--- src/design/ghal_pkg.sv ---
`timescale 1ns / 1ps
`default_nettype none
// ----------------------------------------------------------------------------
// ghal_pkg - shared types and constants
// Handle layout, slot table geometry, operation and status codes.
// ----------------------------------------------------------------------------
package ghal_pkg;

  localparam int SLOTS    = 64;
  localparam int SLOT_W   = (SLOTS > 1) ? $clog2(SLOTS) : 1;
  localparam int HANDLE_W = 64;
  localparam int TAG_W    = 8;
  localparam int GEN_W    = 32;
  localparam int SFIELD_W = 24;
  localparam int KIND_LSB = 56;
  localparam int GEN_LSB  = 24;
  localparam int REF_W    = 32;
  localparam int QDEPTH   = 2;
  localparam int QPTR_W   = (QDEPTH > 1) ? $clog2(QDEPTH) : 1;
  localparam int QCNT_W   = $clog2(QDEPTH + 1);

  localparam logic [GEN_W-1:0] GEN_MAX   = '1;
  localparam logic [REF_W-1:0] REF_MAX   = '1;
  localparam logic [TAG_W-1:0] TAG_RESET = TAG_W'(1);

  typedef enum logic [1:0] {
    OP_CREATE  = 2'd0,
    OP_RETAIN  = 2'd1,
    OP_RELEASE = 2'd2,
    OP_UNKNOWN = 2'd3
  } op_e;

  typedef enum logic [1:0] {
    ST_OK         = 2'd0,
    ST_INVALID    = 2'd1,
    ST_OVERFLOW   = 2'd2,
    ST_ALLOC_FAIL = 2'd3
  } status_e;

  typedef enum logic {
    BK_READ = 1'b0,
    BK_EXEC = 1'b1
  } bk_state_e;

  // Classified command handed from the front to the back
  typedef struct packed {
    op_e               op;
    logic [SLOT_W-1:0] slot;
    logic [GEN_W-1:0]  gen;
    logic              pre_ok;  // fixed-field checks of the handle passed
  } cmd_t;

endpackage
`default_nettype wire

--- src/design/ghal_req_if.sv ---
`timescale 1ns / 1ps
`default_nettype none
// ----------------------------------------------------------------------------
// ghal_req_if - request channel
// Valid/ready channel carrying one operation item.
// ----------------------------------------------------------------------------
interface ghal_req_if;
  logic        valid;
  logic        ready;
  logic [1:0]  kind;
  logic [63:0] handle;

  modport source (output valid, output kind, output handle, input ready);
  modport sink   (input valid, input kind, input handle, output ready);
endinterface
`default_nettype wire

--- src/design/ghal_front.sv ---
`timescale 1ns / 1ps
`default_nettype none
// ----------------------------------------------------------------------------
// ghal_front - request classifier and command queue
// Checks the fixed handle fields and queues classified commands.
// ----------------------------------------------------------------------------
module ghal_front
  import ghal_pkg::*;
(
  input  wire logic             clk_i,
  input  wire logic             rst_ni,
  input  wire logic [TAG_W-1:0] tag_i,
  ghal_req_if.sink              req_i,
  output      logic             q_valid_o,
  output      cmd_t             q_cmd_o,
  input  wire logic             q_pop_i
);

  cmd_t              cmd;
  logic [SFIELD_W-1:0] sfield;
  logic              push;
  cmd_t              ent_q [QDEPTH];
  logic [QPTR_W-1:0] wr_ptr_q, wr_ptr_d, rd_ptr_q, rd_ptr_d;
  logic [QCNT_W-1:0] count_q, count_d;

  // Classification: everything that does not need the slot tables
  always_comb begin
    sfield      = req_i.handle[SFIELD_W-1:0];
    cmd.op      = op_e'(req_i.kind);
    cmd.gen     = req_i.handle[GEN_LSB +: GEN_W];
    cmd.slot    = SLOT_W'(sfield - SFIELD_W'(1));
    cmd.pre_ok  = (req_i.handle[KIND_LSB +: TAG_W] == tag_i)
               && (sfield != '0) && (cmd.gen != '0)
               && (sfield <= SFIELD_W'(SLOTS));
  end

  assign req_i.ready = (count_q != QCNT_W'(QDEPTH));
  assign push        = req_i.valid && req_i.ready;
  assign q_valid_o   = (count_q != '0);
  assign q_cmd_o     = ent_q[rd_ptr_q];

  always_comb begin
    wr_ptr_d = wr_ptr_q;
    rd_ptr_d = rd_ptr_q;
    count_d  = count_q;
    if (push) begin
      wr_ptr_d = (wr_ptr_q == QPTR_W'(QDEPTH - 1)) ? '0 : wr_ptr_q + QPTR_W'(1);
    end
    if (q_pop_i) begin
      rd_ptr_d = (rd_ptr_q == QPTR_W'(QDEPTH - 1)) ? '0 : rd_ptr_q + QPTR_W'(1);
    end
    if (push && !q_pop_i) begin
      count_d = count_q + QCNT_W'(1);
    end else if (!push && q_pop_i) begin
      count_d = count_q - QCNT_W'(1);
    end
  end

  always_ff @(posedge clk_i or negedge rst_ni) begin
    if (!rst_ni) begin
      wr_ptr_q <= '0;
      rd_ptr_q <= '0;
      count_q  <= '0;
    end else begin
      wr_ptr_q <= wr_ptr_d;
      rd_ptr_q <= rd_ptr_d;
      count_q  <= count_d;
    end
  end

  always_ff @(posedge clk_i) begin
    if (push) begin
      ent_q[wr_ptr_q] <= cmd;
    end
  end

  // A pop only ever takes an occupied entry
  a_no_pop_empty: assert property (@(posedge clk_i) disable iff (!rst_ni)
    q_pop_i |-> (count_q != '0))
    else $error("command queue popped while empty");

endmodule
`default_nettype wire

--- src/flat_wrapper.sv ---
// flat-port wrapper written by rule: the top's interface ports become plain ports
module ghal_front_flat import ghal_pkg::*;
  (clk_i, rst_ni, tag_i, q_valid_o, q_cmd_o, q_pop_i, req_i_valid, req_i_kind, req_i_handle, req_i_ready);
  ghal_req_if req_i_i ();
  input  wire logic clk_i;
  input  wire logic rst_ni;
  input  wire logic [TAG_W-1:0] tag_i;
  output      logic q_valid_o;
  output      cmd_t q_cmd_o;
  input  wire logic q_pop_i;
  input wire logic [$bits(req_i_i.valid)-1:0] req_i_valid;
  input wire logic [$bits(req_i_i.kind)-1:0] req_i_kind;
  input wire logic [$bits(req_i_i.handle)-1:0] req_i_handle;
  output wire logic [$bits(req_i_i.ready)-1:0] req_i_ready;
  assign req_i_i.valid = req_i_valid;
  assign req_i_i.kind = req_i_kind;
  assign req_i_i.handle = req_i_handle;
  assign req_i_ready = req_i_i.ready;
  ghal_front u_core (.clk_i(clk_i), .rst_ni(rst_ni), .tag_i(tag_i), .req_i(req_i_i), .q_valid_o(q_valid_o), .q_cmd_o(q_cmd_o), .q_pop_i(q_pop_i));
endmodule
--- config.mk ---
export PLATFORM = sky130hd
export DESIGN_NAME = ghal_front_flat
export DESIGN_NICKNAME = d
export VERILOG_FILES = /design/src/design/ghal_pkg.sv /design/src/design/ghal_req_if.sv /design/src/design/ghal_front.sv /design/src/flat_wrapper.sv
export SDC_FILE = /design/constraint.sdc
export NUM_CORES = 1
export LEC_CHECK = 0
export ABC_CLOCK_PERIOD_IN_PS = 3750
export BUFFER_PORTS_ARGS = -buffer_cell sky130_fd_sc_hd__buf_2
export CORE_MARGIN = 8
export CORE_UTILIZATION = 40
export CTS_CLUSTER_SIZE = 20
export DETAILED_ROUTE_END_ITERATION = 8
export GPL_TIMING_DRIVEN = 0
export PLACE_DENSITY = 0.66
export SYNTH_ARGS = -nofsm -noshare
export SYNTH_HDL_FRONTEND = slang
export SYNTH_SLANG_ARGS = --single-unit
--- constraint.sdc ---
create_clock -name clk_i -period 3.75 [get_ports clk_i]
set_clock_uncertainty 0.15 [all_clocks]
set_input_delay 0.75 -clock clk_i [delete_from_list [all_inputs] [get_ports clk_i]]
set_output_delay 0.75 -clock clk_i [all_outputs]
set_load 0.01 [all_outputs]
==> metrics.md <==
| Metric | Value |
|---|---|
| Routed WL | `7556 um` |
| Largest net degree at the start of global routing | `28` |
| Crit path DAT | `1.76 ns` |
| Area growth syn-to-layout | `28.16%` |
| Final setup violation count | `0` |
| Ys flop type | `edfxtp_1` |
| Final setup margin | `1.090 ns` |
| Syn Inst Count | `190` |
| Fmax | `0.3759 GHz` |
| Rows | `34` |
| EDFF count, synth | `82` |
| CTS resizes | `0` |
| Drt pass-1 iters | `4` |
| Max_slew headroom | `0.6570` |
| Initial antenna violation count | `0` |
| Global Route Usage Sum | `0.1337` |
| Commonest cells post-synth | `82 x edfxtp_1, 41 x mux2_2, 12 x xnor2_1` |
| Final hold violations | `0` |
| Most used cell along the critical path | `buf_2` |
| Status | `completed` |
| Num CTS Buffers | `9` |
| Global-route wire length before repair | `12030 um` |
| Cts hold-fix bufs | `0` |
| Mean Syn Cell Area | `18.20 um2` |
| Slew @ Worst Pin | `0.5132 ns` |
| Pwr/cell area | `672.3 nW/um2` |
| Clock Pin Slew Worst Setup and Hold Paths | `0.08 ns` |
| Setup CP Type | `reg -> out` |
| GR peak layer | `met2` |
| Post-detailed-placement half-perimeter wirelength | `5869 um` |
| Post-CTS Setup Bufs | `0` |
| LEAKAGE | `1.705 nW` |
| RSZ-0062 raised after global routing | `false` |
| Fin crit share | `0.7095` |
| Clk sinks | `86` |
| M2 GR Usage | `0.2431` |
| Area leader, netlist | `edfxtp_1` |
| Min Tclk post-route | `2.660 ns` |
| Vias | `2099` |
| Met3 Resource Use GR | `0.05556` |
| CP max stage delay | `0.39 ns` |
| Total grt overflow | `0` |
| Antenna-violating nets left | `0` |
| Seq/Total Area, Yosys | `0.7412` |
| CTS HTree Levels | `3` |
| Layout cells sized above 1 | `0.5640` |
| PortBufs | `120` |
| Post-synthesis cell area | `3457 um2` |
| Max Transition Viols Final | `0` |
| Critical path startpoint | `u_core.rd_ptr_q` |
| Synthesized flop and latch total | `86` |
| VDD IR max | `0.0004346 V` |
| Min-Delay Path Class | `in -> async` |
| Critical path, cell by cell | `clkbuf_1 -> buf_2 -> mux2_2 -> buf_2` |
| Pre-CTS WS | `1.396 ns` |
| # DRC | `0` |
| Synth top area share | `0.7123` |
| Initial Utilization | `0.4043` |
| I/O pin cnt | `121` |
| Met1 usage | `0.1319` |
| Wire per inst | `17.33 um` |
| CORE AREA | `8551 um2` |
| Worst r2r src | `u_core.count_q[0]` |
| Most frequent cell after synthesis | `edfxtp_1` |
| Clk Tree Root Cell | `clkbuf_8` |
| Buf/Inv on CP | `3` |
| Ranking of synthesized cells by area | `edfxtp_1 71%, mux2_2 13%, xnor2_1 3.0%, dfrtp_1 2.9%, nor4_1 1.8%` |
| Async set-reset flop share out of synthesis | `0.04651` |
| Family with the most delay on the worst path | `buffers and inverters` |
| CP endpoint kind | `output port` |
| Iteration-0 DRC Markers | `58` |
| Die height | `109.0 um` |
| Vias/cell | `4.814` |
| Final #Nets | `404` |
| Worst skew pair latency | `0.33 ns` |
| DIE WIDTH | `109.0 um` |
| Syn_nets | `271` |
| CP max-delay cell | `mux2_2` |
| CTS tree | `yes` |
| Antenna diode count | `0` |
| Max_cap viols | `0` |
| Vias in the first global route | `2532` |
| RePlAce Congestion | `0.7244` |
| Critical Path RT | `2.85 ns` |
| Cell variety after synth | `22` |
| Hold slack | `0.05298 ns` |
| Crit Path Max Fanout | `10` |
| Startpoint types | `flip-flop` |
| Die ar. | `11870 um2` |
| Yosys warns | `0` |
| Clock Tree Buf Depth | `2` |
-- through the flow --
step	TNS, ns	power (mW)	cell area, um2	std cells	utilization
2_1_floorplan	0	1.988	3457	190	-
3_3_place_gp	-22.03	2.382	4193	418	0.4903
3_5_place_dp	0	2.426	4242	420	0.4960
4_1_cts	0	3.043	4431	436	0.5181
5_1_grt	0	3.162	4431	436	0.5181
6_report	0	2.979	4431	436	0.5181
-- where the power goes --
group	internal (mW)	switching [mW]	leakage [nW]
clock network	0.302	0.309	0.0880
registers	1.31	0.0574	0.808
logic	0.464	0.531	0.808
-- worst register-to-register path: stages (launching register included) --
cell	delay (ns)
dfrtp_1	0.41
nand2b_1	0.16
nand2_1	0.13
nor2_4	0.43
buf_12	0.27
-- state kept, by name, indices dropped and copies added (netlist names) --
signal	count
u_core.count_q	2
u_core.ent_q	82
u_core.wr_ptr_q	1
u_core.rd_ptr_q	1
-- path summary, 6_finish.rpt --
kind                                        to  slack [ns]  depth (start not counted)
setup / recovery                   q_cmd_o[31]        1.09                          4
hold / removal                 u_core.wr_ptr_q        0.05                          1
setup reg to reg           u_core.ent_q[0][11]        1.87                          4
hold reg to reg              u_core.count_q[1]        0.35                          1
max in group asynchronous      u_core.rd_ptr_q        3.28                          1
min in group clk_i           u_core.count_q[1]        0.35                          1
-- final cells by class --
class / instances / area, um2
buffer: 5 / 23.77
inverter: 5 / 18.77
multi-input combinational: 94 / 860.8
tap: 108 / 135.1
sequential: 86 / 2562
clock buffer: 9 / 123.9
clock inverter: 7 / 65.06
fill: 755 / 4120
timing repair buffer: 122 / 640.6
-- cells in the final DEF, fill, tap and decap left out, types with 2 or more instances in the layout --
cell type,instances
nand4_1,4
clkinvlp_4,2
clkbuf_8,9
ha_1,3
edfxtp_1,82
nor3_1,4
nand3_1,2
buf_2,124
dfrtp_1,4
inv_1,5
nor4_1,10
nand2_1,2
clkinv_1,3
buf_12,2
nor2_1,2
xor2_1,6
mux2_2,41
xnor2_1,12
-- layer usage --
layer / part of all wire / routed length, um
met1: 0.38 / 2843
met4: 0.0094 / 71
met2: 0.53 / 3991
met5: 0 / 0
met3: 0.086 / 650
-- cells by family (layout without fill, tap and decap cells) --
| logic type | count (synthesis) | in the layout | share of synthesized area |
|---|---|---|---|
| muxes | 41 | 41 | 0.1335 |
| buffers and inverters | 10 | 148 | 0.01231 |
| and+or+nand+nor | 31 | 31 | 0.05321 |
| adders and majority gates | 3 | 3 | 0.01086 |
| DFF | 86 | 86 | 0.7412 |
| AOI/OAI and AO/OA | 1 | 1 | 0.003257 |
| xor gates and xnor gates | 18 | 18 | 0.04560 |
(Power assumes the default switching activity.)
